`config.mk`:
```
export PLATFORM = sky130hd
export DESIGN_NAME = video1_16bit_block_decoder
export DESIGN_NICKNAME = d
export VERILOG_FILES = /design/src/rtl/v1d_pkg.sv /design/src/rtl/v1d_ctrl.sv /design/src/rtl/v1d_datapath.sv /design/src/rtl/video1_16bit_block_decoder.sv
export SDC_FILE = /design/constraint.sdc
export NUM_CORES = 1
export LEC_CHECK = 0
export BUFFER_PORTS_ARGS = -buffer_cell sky130_fd_sc_hd__buf_4
export CAP_MARGIN = 20
export CORE_ASPECT_RATIO = 0.75
export CORE_MARGIN = 3
export CORE_UTILIZATION = 34
export CTS_CLUSTER_SIZE = 10
export DETAILED_ROUTE_END_ITERATION = 10
export GPL_TIMING_DRIVEN = 0
export PLACE_DENSITY = 0.46
export SYNTH_ARGS = -nofsm -noshare
export SYNTH_HDL_FRONTEND = slang
export SYNTH_SLANG_ARGS = --single-unit
```
`constraint.sdc`:
```
create_clock -name clk -period 10.7 [get_ports clk]
set_input_delay 1.07 -clock clk [delete_from_list [all_inputs] [get_ports clk]]
set_output_delay 1.07 -clock clk [all_outputs]
set_load 0.02 [all_outputs]
```
`src/rtl/v1d_pkg.sv`:
```
// Shared types, constants and helpers for the Video 1 16-bit block decoder.
`default_nettype none
package v1d_pkg;

  localparam int MAX_SIDE_BLOCKS = 256;

  // configuration port
  localparam int CFG_IDX_W  = 1;
  localparam int CFG_DATA_W = 9;
  localparam logic [CFG_IDX_W-1:0] CFG_WIDTH  = 1'b0;
  localparam logic [CFG_IDX_W-1:0] CFG_HEIGHT = 1'b1;

  localparam logic [8:0] W_RST = 9'd40;
  localparam logic [8:0] H_RST = 9'd30;
  localparam logic signed [10:0] TOP_RST = 11'(4 * int'(H_RST) - 1);
  localparam logic [16:0] BL_RST = 17'(int'(W_RST) * int'(H_RST) + 1);

  // code byte values
  localparam logic [7:0] CODE_SKIP_LO = 8'h84;
  localparam logic [7:0] CODE_SKIP_HI = 8'h87;
  localparam logic [7:0] CODE_FILL    = 8'h80;

  // byte phases
  localparam logic [4:0] PH_CODE_LO  = 5'd0;
  localparam logic [4:0] PH_CODE_HI  = 5'd1;
  localparam logic [4:0] PH_COLORS   = 5'd2;
  localparam logic [4:0] PH_TWO_END  = 5'd6;
  localparam logic [4:0] PH_EIGHT_END = 5'd18;

  typedef enum logic [1:0] {
    ST_IDLE,
    ST_EMIT,
    ST_SKIP,
    ST_END
  } state_t;

  typedef struct packed {
    logic accept;
    logic load_pix;
    logic load_end;
    logic skip_step;
  } cmd_t;

  typedef struct packed {
    logic dec_emit;
    logic dec_skip;
    logic dec_end;
    logic pix_last;
    logic skip_last;
    logic out_free;
  } status_t;

  function automatic logic [8:0] clamp_side(input logic [8:0] v);
    logic [8:0] r;
    if (v == 9'd0) begin
      r = 9'd1;
    end else if (v > 9'(MAX_SIDE_BLOCKS)) begin
      r = 9'(MAX_SIDE_BLOCKS);
    end else begin
      r = v;
    end
    return r;
  endfunction

endpackage
`default_nettype wire

```
`src/rtl/v1d_ctrl.sv`:
```
// Controller state machine: byte intake, pixel emission, skip walk, end result.
`default_nettype none
module v1d_ctrl (
  input  wire logic              clk,
  input  wire logic              rst_n,
  input  wire logic              in_valid,
  output logic                   in_ready,
  input  wire v1d_pkg::status_t  sts,
  output v1d_pkg::cmd_t          cmd
);

  v1d_pkg::state_t state_r, state_nxt;

  always_ff @(posedge clk) begin
    if (!rst_n) begin
      state_r <= v1d_pkg::ST_IDLE;
    end else begin
      state_r <= state_nxt;
    end
  end

  always_comb begin
    state_nxt = state_r;
    cmd       = '0;
    in_ready  = 1'b0;
    case (state_r)
      v1d_pkg::ST_IDLE: begin
        in_ready = 1'b1;
        if (in_valid) begin
          cmd.accept = 1'b1;
          if (sts.dec_end) begin
            state_nxt = v1d_pkg::ST_END;
          end else if (sts.dec_emit) begin
            state_nxt = v1d_pkg::ST_EMIT;
          end else if (sts.dec_skip) begin
            state_nxt = v1d_pkg::ST_SKIP;
          end
        end
      end
      v1d_pkg::ST_EMIT: begin
        if (sts.out_free) begin
          cmd.load_pix = 1'b1;
          if (sts.pix_last) begin
            state_nxt = v1d_pkg::ST_IDLE;
          end
        end
      end
      v1d_pkg::ST_SKIP: begin
        cmd.skip_step = 1'b1;
        if (sts.skip_last) begin
          state_nxt = v1d_pkg::ST_IDLE;
        end
      end
      v1d_pkg::ST_END: begin
        if (sts.out_free) begin
          cmd.load_end = 1'b1;
          state_nxt    = v1d_pkg::ST_IDLE;
        end
      end
      default: begin
        state_nxt = v1d_pkg::ST_IDLE;
      end
    endcase
  end

endmodule
`default_nettype wire

```
`src/rtl/v1d_datapath.sv`:
```
// Datapath: config, code and color registers, block position, output register.
`default_nettype none
module v1d_datapath (
  input  wire logic                              clk,
  input  wire logic                              rst_n,
  input  wire logic                              cfg_we,
  input  wire logic [v1d_pkg::CFG_IDX_W-1:0]     cfg_idx,
  input  wire logic [v1d_pkg::CFG_DATA_W-1:0]    cfg_data,
  input  wire logic [7:0]                        in_byte,
  input  wire logic                              in_frame_start,
  input  wire logic                              out_ready,
  input  wire v1d_pkg::cmd_t                     cmd,
  output v1d_pkg::status_t                       sts,
  output logic                                   out_valid,
  output logic [9:0]                             out_pix_x,
  output logic [9:0]                             out_pix_y,
  output logic [14:0]                            out_color,
  output logic                                   out_block_last,
  output logic                                   out_frame_end
);

  typedef enum logic [1:0] {
    MODE_FILL,
    MODE_TWO,
    MODE_EIGHT
  } mode_t;

  // control state
  logic [8:0]         width_r, height_r, width_nxt, height_nxt;
  logic [4:0]         phase_r, phase_nxt;
  logic [7:0]         code_lo_r, code_lo_nxt, code_hi_r, code_hi_nxt;
  logic [8:0]         col_r, col_nxt;
  logic signed [10:0] top_row_r, top_row_nxt;
  logic [16:0]        bl_r, bl_nxt;
  logic               fin_r, fin_nxt;
  logic [3:0]         k_r, k_nxt;
  logic [9:0]         rem_r, rem_nxt;
  logic               out_valid_r, out_valid_nxt;

  // payload
  logic [15:0] cw_r [8];
  logic [15:0] cw_nxt [8];
  mode_t       mode_r, mode_nxt;
  logic [9:0]  px_r, px_nxt, py_r, py_nxt;
  logic [14:0] color_r, color_nxt;
  logic        last_r, last_nxt, end_r, end_nxt;

  // derived values
  logic [8:0]         w, h;
  logic [17:0]        wh;
  logic signed [10:0] top_start;
  logic [16:0]        bl_start;
  logic               run;
  logic [16:0]        bl_dec, bl_skip;
  logic               hi_end, hi_skip, hi_fill;
  logic [9:0]         skip_cnt;
  logic [4:0]         phase_inc, cw_pos;
  logic [2:0]         cw_sel;
  logic               emit_two, emit_eight;
  logic [8:0]         col_inc;
  logic signed [10:0] tr_wrap;
  logic               adv_wrap;
  logic [8:0]         steps;
  logic               mask_bit;
  logic [2:0]         rd_sel;
  logic [15:0]        mask;
  logic [14:0]        pix_color;

  assign w         = v1d_pkg::clamp_side(width_r);
  assign h         = v1d_pkg::clamp_side(height_r);
  assign wh        = w * h;
  assign top_start = signed'({h, 2'b00} - 11'd1);
  assign bl_start  = wh[16:0] + 17'd1;

  assign run       = !in_frame_start && !fin_r;
  assign bl_dec    = bl_r - 17'd1;
  assign skip_cnt  = {in_byte[1:0], code_lo_r};
  assign bl_skip   = bl_r - {7'd0, skip_cnt};
  assign hi_end    = ((code_lo_r == 8'd0) && (in_byte == 8'd0) && (bl_dec == 17'd0))
                     || (top_row_r < 11'sd0);
  assign hi_skip   = in_byte inside {[v1d_pkg::CODE_SKIP_LO : v1d_pkg::CODE_SKIP_HI]};
  assign hi_fill   = in_byte >= v1d_pkg::CODE_FILL;

  assign phase_inc  = phase_r + 5'd1;
  assign cw_pos     = phase_r - v1d_pkg::PH_COLORS;
  assign cw_sel     = cw_pos[3:1];
  assign emit_two   = (phase_inc == v1d_pkg::PH_TWO_END) && !cw_r[0][15];
  assign emit_eight = (phase_inc == v1d_pkg::PH_EIGHT_END);

  // block advance and row wrap (row saturates at -1)
  assign col_inc  = col_r + 9'd1;
  assign adv_wrap = col_inc >= w;
  assign tr_wrap  = (top_row_r < 11'sd4) ? -11'sd1 : top_row_r - 11'sd4;

  // blocks until the next row wrap
  assign steps = (col_r >= w) ? 9'd1 : w - col_r;

  // pixel color select
  assign mask     = {code_hi_r, code_lo_r};
  assign mask_bit = mask[k_r];
  always_comb begin
    case (mode_r)
      MODE_EIGHT: rd_sel = {k_r[3], k_r[1], ~mask_bit};
      default:    rd_sel = {2'b00, ~mask_bit};
    endcase
    pix_color = (mode_r == MODE_FILL) ? {code_hi_r[6:0], code_lo_r} : cw_r[rd_sel][14:0];
  end

  // status
  always_comb begin
    sts           = '0;
    sts.dec_end   = run && (phase_r == v1d_pkg::PH_CODE_HI) && hi_end;
    sts.dec_skip  = run && (phase_r == v1d_pkg::PH_CODE_HI) && !hi_end && hi_skip
                    && (skip_cnt != 10'd0);
    sts.dec_emit  = run && (((phase_r == v1d_pkg::PH_CODE_HI) && !hi_end && !hi_skip
                    && hi_fill) || ((phase_r >= v1d_pkg::PH_COLORS)
                    && (emit_two || emit_eight)));
    sts.pix_last  = (k_r == 4'd15);
    sts.skip_last = rem_r <= {1'b0, steps};
    sts.out_free  = !out_valid_r || out_ready;
  end

  // next state
  always_comb begin
    width_nxt     = width_r;
    height_nxt    = height_r;
    phase_nxt     = phase_r;
    code_lo_nxt   = code_lo_r;
    code_hi_nxt   = code_hi_r;
    col_nxt       = col_r;
    top_row_nxt   = top_row_r;
    bl_nxt        = bl_r;
    fin_nxt       = fin_r;
    k_nxt         = k_r;
    rem_nxt       = rem_r;
    cw_nxt        = cw_r;
    mode_nxt      = mode_r;
    out_valid_nxt = out_valid_r;
    px_nxt        = px_r;
    py_nxt        = py_r;
    color_nxt     = color_r;
    last_nxt      = last_r;
    end_nxt       = end_r;

    if (cfg_we) begin
      case (cfg_idx)
        v1d_pkg::CFG_WIDTH:  width_nxt  = cfg_data;
        v1d_pkg::CFG_HEIGHT: height_nxt = cfg_data;
        default: ;
      endcase
    end

    if (cmd.accept) begin
      k_nxt = 4'd0;
      if (in_frame_start) begin
        phase_nxt   = v1d_pkg::PH_CODE_LO;
        code_lo_nxt = 8'd0;
        code_hi_nxt = 8'd0;
        col_nxt     = 9'd0;
        top_row_nxt = top_start;
        bl_nxt      = bl_start;
        fin_nxt     = 1'b0;
      end
      if (in_frame_start || !fin_r) begin
        if (in_frame_start || (phase_r == v1d_pkg::PH_CODE_LO)) begin
          code_lo_nxt = in_byte;
          phase_nxt   = v1d_pkg::PH_CODE_HI;
        end else if (phase_r == v1d_pkg::PH_CODE_HI) begin
          code_hi_nxt = in_byte;
          bl_nxt      = bl_dec;
          phase_nxt   = v1d_pkg::PH_CODE_LO;
          if (hi_end) begin
            fin_nxt = 1'b1;
          end else if (hi_skip) begin
            bl_nxt  = bl_skip;
            rem_nxt = skip_cnt;
          end else if (hi_fill) begin
            mode_nxt = MODE_FILL;
          end else begin
            phase_nxt = v1d_pkg::PH_COLORS;
          end
        end else begin
          if (cw_pos[0]) begin
            cw_nxt[cw_sel] = {in_byte, cw_r[cw_sel][7:0]};
          end else begin
            cw_nxt[cw_sel] = {cw_r[cw_sel][15:8], in_byte};
          end
          phase_nxt = phase_inc;
          if (emit_two) begin
            mode_nxt  = MODE_TWO;
            phase_nxt = v1d_pkg::PH_CODE_LO;
          end else if (emit_eight) begin
            mode_nxt  = MODE_EIGHT;
            phase_nxt = v1d_pkg::PH_CODE_LO;
          end
        end
      end
    end

    if (cmd.skip_step) begin
      if (rem_r >= {1'b0, steps}) begin
        col_nxt     = 9'd0;
        top_row_nxt = tr_wrap;
        rem_nxt     = rem_r - {1'b0, steps};
      end else begin
        col_nxt = col_r + rem_r[8:0];
        rem_nxt = 10'd0;
      end
    end

    // output register
    if (out_ready) begin
      out_valid_nxt = 1'b0;
    end
    if (cmd.load_pix) begin
      out_valid_nxt = 1'b1;
      px_nxt        = {col_r[7:0], k_r[1:0]};
      py_nxt        = top_row_r[9:0] - {8'd0, k_r[3:2]};
      color_nxt     = pix_color;
      last_nxt      = (k_r == 4'd15);
      end_nxt       = 1'b0;
      k_nxt         = k_r + 4'd1;
      if (k_r == 4'd15) begin
        if (adv_wrap) begin
          col_nxt     = 9'd0;
          top_row_nxt = tr_wrap;
        end else begin
          col_nxt = col_inc;
        end
      end
    end
    if (cmd.load_end) begin
      out_valid_nxt = 1'b1;
      px_nxt        = 10'd0;
      py_nxt        = 10'd0;
      color_nxt     = 15'd0;
      last_nxt      = 1'b0;
      end_nxt       = 1'b1;
    end
  end

  always_ff @(posedge clk) begin
    if (!rst_n) begin
      width_r     <= v1d_pkg::W_RST;
      height_r    <= v1d_pkg::H_RST;
      phase_r     <= v1d_pkg::PH_CODE_LO;
      code_lo_r   <= 8'd0;
      code_hi_r   <= 8'd0;
      col_r       <= 9'd0;
      top_row_r   <= v1d_pkg::TOP_RST;
      bl_r        <= v1d_pkg::BL_RST;
      fin_r       <= 1'b0;
      k_r         <= 4'd0;
      rem_r       <= 10'd0;
      out_valid_r <= 1'b0;
    end else begin
      width_r     <= width_nxt;
      height_r    <= height_nxt;
      phase_r     <= phase_nxt;
      code_lo_r   <= code_lo_nxt;
      code_hi_r   <= code_hi_nxt;
      col_r       <= col_nxt;
      top_row_r   <= top_row_nxt;
      bl_r        <= bl_nxt;
      fin_r       <= fin_nxt;
      k_r         <= k_nxt;
      rem_r       <= rem_nxt;
      out_valid_r <= out_valid_nxt;
    end
  end

  always_ff @(posedge clk) begin
    cw_r    <= cw_nxt;
    mode_r  <= mode_nxt;
    px_r    <= px_nxt;
    py_r    <= py_nxt;
    color_r <= color_nxt;
    last_r  <= last_nxt;
    end_r   <= end_nxt;
  end

  assign out_valid      = out_valid_r;
  assign out_pix_x      = px_r;
  assign out_pix_y      = py_r;
  assign out_color      = color_r;
  assign out_block_last = last_r;
  assign out_frame_end  = end_r;

endmodule
`default_nettype wire

```
`src/rtl/video1_16bit_block_decoder.sv`:
```
// Code and color bytes are taken while idle; a block's last byte moves the controller to
//   its emit state, which loads one pixel per cycle into the output register while it is free.
// A fill block takes 2 bytes; a skip walks one block row per cycle; the end result waits
//   for a free output register.
// Reset (rst_n low, synchronous): 40x30 blocks, position at the top block row,
//   no pending result; the color word store is undefined until written.
`default_nettype none
module video1_16bit_block_decoder (
  input  wire logic                              clk,
  input  wire logic                              rst_n,
  // configuration writes
  input  wire logic                              cfg_we,
  input  wire logic [v1d_pkg::CFG_IDX_W-1:0]     cfg_idx,
  input  wire logic [v1d_pkg::CFG_DATA_W-1:0]    cfg_data,
  // encoded byte stream
  input  wire logic                              in_valid,
  output logic                                   in_ready,
  input  wire logic [7:0]                        in_byte,
  input  wire logic                              in_frame_start,
  // pixel writes
  output logic                                   out_valid,
  input  wire logic                              out_ready,
  output logic [9:0]                             out_pix_x,
  output logic [9:0]                             out_pix_y,
  output logic [14:0]                            out_color,
  output logic                                   out_block_last,
  output logic                                   out_frame_end
);

  // Controller takes a byte per cycle in idle; a decoded block, a skip or the
  // end of the frame holds intake until its work is done.
  v1d_pkg::cmd_t    cmd;
  v1d_pkg::status_t sts;

  v1d_ctrl u_ctrl (
    .clk      (clk),
    .rst_n    (rst_n),
    .in_valid (in_valid),
    .in_ready (in_ready),
    .sts      (sts),
    .cmd      (cmd)
  );

  // Datapath holds the codes, color words, block position and the output
  // register, so a finished pixel can wait while the next byte transfers.
  v1d_datapath u_dp (
    .clk            (clk),
    .rst_n          (rst_n),
    .cfg_we         (cfg_we),
    .cfg_idx        (cfg_idx),
    .cfg_data       (cfg_data),
    .in_byte        (in_byte),
    .in_frame_start (in_frame_start),
    .out_ready      (out_ready),
    .cmd            (cmd),
    .sts            (sts),
    .out_valid      (out_valid),
    .out_pix_x      (out_pix_x),
    .out_pix_y      (out_pix_y),
    .out_color      (out_color),
    .out_block_last (out_block_last),
    .out_frame_end  (out_frame_end)
  );

endmodule
`default_nettype wire

```
---- Word level (Yosys, flattened, before mapping) ----
Cells that the tools add are included.
word-level totals
  register bits ........................... 261
  bits of input ports ..................... 24
  word-level logic and storage cells ...... 231
cells by class
  add/subtract/negate cells ............... 13
  $mul .................................... 1
  $lt $le $gt $ge ......................... 16
  equality and inequality tests ........... 19
  multiplexer cells ....................... 97
  bitwise logic cells ..................... 6
  reductions and logical operators ........ 52
operators by type and width
  cell                   number
  $bwmux 128             2
  $mux 128               1
  $mux 9                 12
  $mux 17                6
  $bmux 16 s3            2
  $mux 11                8
  $mux 10                8
  $mux 8                 7
  $demux 16 s3           1
  $mux 16                3
  $mux 15                3
  $mux 5                 8
  $mux 2                 15
  $ge 9x9->1             2
  $gt 9x9->1 const B     2
  $logic_not 9->1        2
  $ne 2x2->1 const B     9
  $add 17x1->17 const B  1
  $logic_not 17->1       1
  $mul 9x9->17           1
  $sub 17x1->17 const B  1
  $sub 17x10->17         1
  $ge 8x8->1 const B     2
  $logic_and 1x1->1      16
  46 further kinds       90

---- Depth between registers and ports, before layout ----
  depth in word-level cells ............... 14
  mapped depth ............................ 26
  depth with buffers taken out ............ 25

---- Cells and area by module ----
From an unflattened synthesis, not the netlist that was laid out.
second synthesis, totals
  cell total of the unflattened synthesis .. 2053
  area, all modules ....................... 17927.2 µm²
modules (own cells, without submodules)
  module        instances  cells an instance  area an instance (µm²)  sequential area each (µm²)
  v1d_datapath  1          2035               17789.6                 6486.2
  v1d_ctrl      1          18                 137.6                   40.0

---- Worst setup path before layout ----
OpenSTA, ideal clock, no wires.
  kind .................................... register -> register
  from .................................... reg u_dp.width_r[8]
  to ...................................... reg u_dp.bl_r[15]
  setup time .............................. 0.125 ns
  arrival time ............................ 5.026 ns
  required time ........................... 10.575 ns
  slack ................................... 5.549 ns
  cell stages (with the launch flop) ...... 21
  path buffers ............................ 1
  clock period less this slack ............ 5.151 ns
  cells stage by stage .................... dfxtp_1 clkbuf_1 nor2b_1 inv_1 nor2_1 fa_1 inv_1 fa_1 inv_1 fa_1 inv_1 fa_1 inv_1 ha_1 and3_1 a221oi_1 o21ai_0 a41oi_1 mux2i_1 o311ai_0 nor2_1
on the way
  cells in the longest elaborated chain, start to end .. 9
  elaborated cells on any way between the ends .. 10
ends and longest elaborated chain
  element                 line                 source
  from (decl)             v1d_datapath.sv:29   logic [8:0] width_r, height_r, width_nxt, height_nxt;
  from (signal assigned)  v1d_datapath.sv:244  width_r <= v1d_pkg::W_RST;
  from (signal assigned)  v1d_datapath.sv:257  width_r <= width_nxt;
  $gt 9x9->1              v1d_pkg.sv:57        end else if (v > 9'(MAX_SIDE_BLOCKS)) begin
  $mux 9                  v1d_pkg.sv:57
  $mux 9 *                v1d_pkg.sv:55        if (v == 9'd0) begin
  $mul 9x9->17 *          v1d_datapath.sv:71   assign wh = w * h;
  $add 17x1->17 *         v1d_datapath.sv:73   assign bl_start = wh[16:0] + 17'd1;
  $mux 17 *               v1d_datapath.sv:155  if (in_frame_start) begin
  $mux 17                 v1d_datapath.sv:168  end else if (phase_r == v1d_pkg::PH_CODE_HI) begin
  $mux 17                 v1d_datapath.sv:165  if (in_frame_start || (phase_r == v1d_pkg::PH_CODE_LO)) begin
  $mux 17 *               v1d_datapath.sv:164  if (in_frame_start || !fin_r) begin
  to (signal assigned)    v1d_datapath.sv:251  bl_r <= v1d_pkg::BL_RST;
  to (signal assigned)    v1d_datapath.sv:264  bl_r <= bl_nxt;
  to (decl)               v1d_datapath.sv:34   logic [16:0] bl_r, bl_nxt;
Every way passes the cells marked *; elsewhere a longest branch is shown, timed or not.
A chain may end at the register's enable or synchronous reset.

---- Final worst setup path ----
  from .................................... reg u_dp.width_r[8]
  to ...................................... reg u_dp.bl_r[13]
The elaborated chain is that of the path after synthesis.

==> flow_summary.yaml <==
final_layout:
  mostFrequentLayoutCells: "nor2_1 (295), nand2_1 (200), dfxtp_1 (131), edfxtp_1 (130), inv_1 (120)"
  diodes: 0
  final_util_pct: 39.3
  synthToLayoutAreaGrowth_pct: 13.7
  fin_area_sq_um: 19700
  final_cells: 2692
  fin_nets: 2189
  drive_gt1_share_pct: 8.99
  final_common_cell: "nor2_1"
worst_setup_path:
  path_max_fanout: 10
  crit_required_ns: 11.17
  end_kind: "flip-flop"
  r2r_start: "u_dp.width_r[8]$_SDFFE_PN0P_"
  crit_path_start: "u_dp.width_r[8]$_SDFFE_PN0P_"
  start_kind: "flip-flop"
  cp_data_arrival_time_ns: 7.28
  crit_type: "flip-flop to flip-flop"
synth:
  synth_nets: 2086
  postSynthRegisterBits: 261
  ys.flop_type: "dfxtp_1"
  ys_seq_area_share_pct: 37.6
  synthArstFlopShare_pct: 0
  synth_area_sq_um: 17400
  synthCells: 1911
  synth_top_area_share_pct: 22.5
  synth_edf_count: 130
  ys_warn_count: 0
  yosys-top-cells-area: "edfxtp_1 (22%), dfxtp_1 (15%), ha_1 (7.1%), nor2_1 (6.6%), fa_1 (6.1%)"
  synth_area_leader_cell: "edfxtp_1"
  ys_types: 76
  avgSynthCellArea_sq_um: 9.08
clock_tree:
  clockBufferDepth: 3
  cts_hold_buf: 0
  cts_max_level: 1
  path_clk_slew_ns: 0.06
  cts_root_buffer: "clkbuf_16"
  cts_made_buffers: 31
  cts_tree: "done"
  clock_latency_ns: 0.60
  cts_setup_buffers: 0
  cts_sinks: 261
  cts_resized: 0
sta:
  layout_setup_ws_ns: 3.89
  slew_viol_final: 0
  hold_viol_final: 0
  hold_slack_ns: 0.448
  worst_pin_slew_ns: 1.07
  rsz0062_at_grt: "no"
  relSlewSlack_pct: 28.5
  min_period_ns: 6.81
  fin_skew_ns: 0.0227
  fin_crit_sh_pct: 63.7
  finalSetupViolCount: 0
  tns_ns: 0
  fmax_ghz: 0.147
placed_design:
  dp.cells: 2636
  routabilityCongestion: 0.879
  io_buffers: 59
  hpwl_um: 46900
  place_ws_ns: 3.96
  place_area_sq_um: 18800
grt:
  grt_pass1_vias: 14336
  grt-ovfl-total: 0
  grt_max_degree: 16
  grt_pass1_wl_um: 93600
  grt_use_total_pct: 23.0
  antenna_found_initial: 1
hold_path:
  holdCritPathClass: "flip-flop to flip-flop"
  holdCritStartpoint: "u_dp.top_row_r[0]$_SDFF_PN1_"
detailed_routing:
  vias: 15075
  wl_um: 62500
  route.detailed.drc: 0
  dr.pass1.iters: 6
  antenna_left: 0
  wire_per_inst_um: 23.2
  vias_per_cell: 5.60
  first_iter_violations: 1572
floorplanning:
  initial_utilization_pct: 34.5
  fp-row-count: 71
  io_pins: 63
  die_x_um: 267
  core_area_sq_um: 50300
  dieArea_sq_um: 53800
  dieHeight_um: 202
power_and_ir_drop:
  vdd_drop_max_mv: 0.0816
  power_mw: 2.78
  pwr_density_cell_nw_per_um2: 141
  power.leakage_nw: 7.63
run_status:
  outcome: "complete, no violations"
job:
  cap_viol_max_count: 0
cell type report:
cell class	count	area [sq um]
inverters	121	454
fillers	5117	30500
plain buffers	110	450
repair buffers	70	666
flip-flops and latches	261	6530
clock inverters	4	26.3
multi-input cells	1419	9950
clock buffers	50	847
well taps	657	822
path summary, 6_finish.rpt:
check | slack, ns | end | cells after the start
worst max-delay path | 3.89 | u_dp.bl_r[13]$_SDFFE_PN0P_ | 20
worst min register to register | 0.45 | u_dp.top_row_r[0]$_SDFF_PN1_ | 2
worst min-delay path | 0.45 | u_dp.top_row_r[0]$_SDFF_PN1_ | 2
worst max register to register | 3.89 | u_dp.bl_r[13]$_SDFFE_PN0P_ | 20
routing by layer:
layer | GRT usage [%] | part of all wire (%) | vias to the layer above
met5 | 0 | 0 | -
li1 | - | - | 6985
met1 | 37.4 | 50 | 7414
met3 | 5.38 | 9.3 | 75
met4 | 4.29 | 1.9 | 0
met2 | 30.5 | 38 | 601
kinds of logic after synthesis:
logic type                 after synthesis  share of synthesized area [%]
buffers and inverters                  231                           5.21
AOI/OAI and AO/OA                      386                           14.5
adders and majority gates              151                           13.2
muxes                                   72                           6.70
DFF                                    261                           37.6
xor gates and xnor gates                74                           3.73
and+or+nand+nor                        736                           19.1
cell usage after synthesis, drive strengths merged (5+ instances only):
cell type / number
a211o: 5
a211oi: 20
a21o: 13
a21oi: 87
a221oi: 11
a22oi: 21
a311oi: 7
a31oi: 7
and2: 13
and3: 7
buf: 21
clkbuf: 89
dfxtp: 131
edfxtp: 130
fa: 53
ha: 98
inv: 120
mux2i: 34
mux4: 35
nand2: 200
nand2b: 25
nand3: 34
nand3b: 7
nand4: 13
nor2: 303
nor2b: 30
nor3: 35
nor3b: 5
nor4: 29
o211ai: 6
o21a: 9
o21ai: 75
o221ai: 10
o22a: 8
o22ai: 53
o31ai: 29
or2: 10
or3: 15
xnor2: 52
xor2: 22
where the power goes:
| group | switching [mW] | internal (mW) | total (mW) |
|---|---|---|---|
| combinational | 0.410 | 0.259 | 0.669 |
| sequential | 0.0470 | 1.10 | 1.14 |
| clock | 0.433 | 0.534 | 0.968 |
critical path: stages, from the launching register on:
cell and delay (ns):
dfxtp_1 0.44, clkbuf_1 0.50, nor2b_1 0.33, inv_1 0.42, nor2_1 0.14, fa_1 0.54, inv_1 0.05, fa_1 0.48
inv_1 0.06, fa_1 0.53, inv_1 0.05, fa_1 0.53, inv_1 0.04, ha_1 0.34, and3_1 0.20, a221oi_1 0.50
o21ai_0 0.28, a21o_1 0.23, a2111oi_0 0.76, a211oi_1 0.11, o21a_1 0.15
state kept, by name (all words and copies together), names as in the netlist, 10 cells and up:
register        count
u_dp.top_row_r     11
u_dp.bl_r          17
u_dp.out_pix_y     10
u_dp.rem_r         10
u_dp.out_color     15
u_dp.out_pix_x     10
u_dp.cw_r         128
Note: power is estimated with default switching activity, not from simulation.
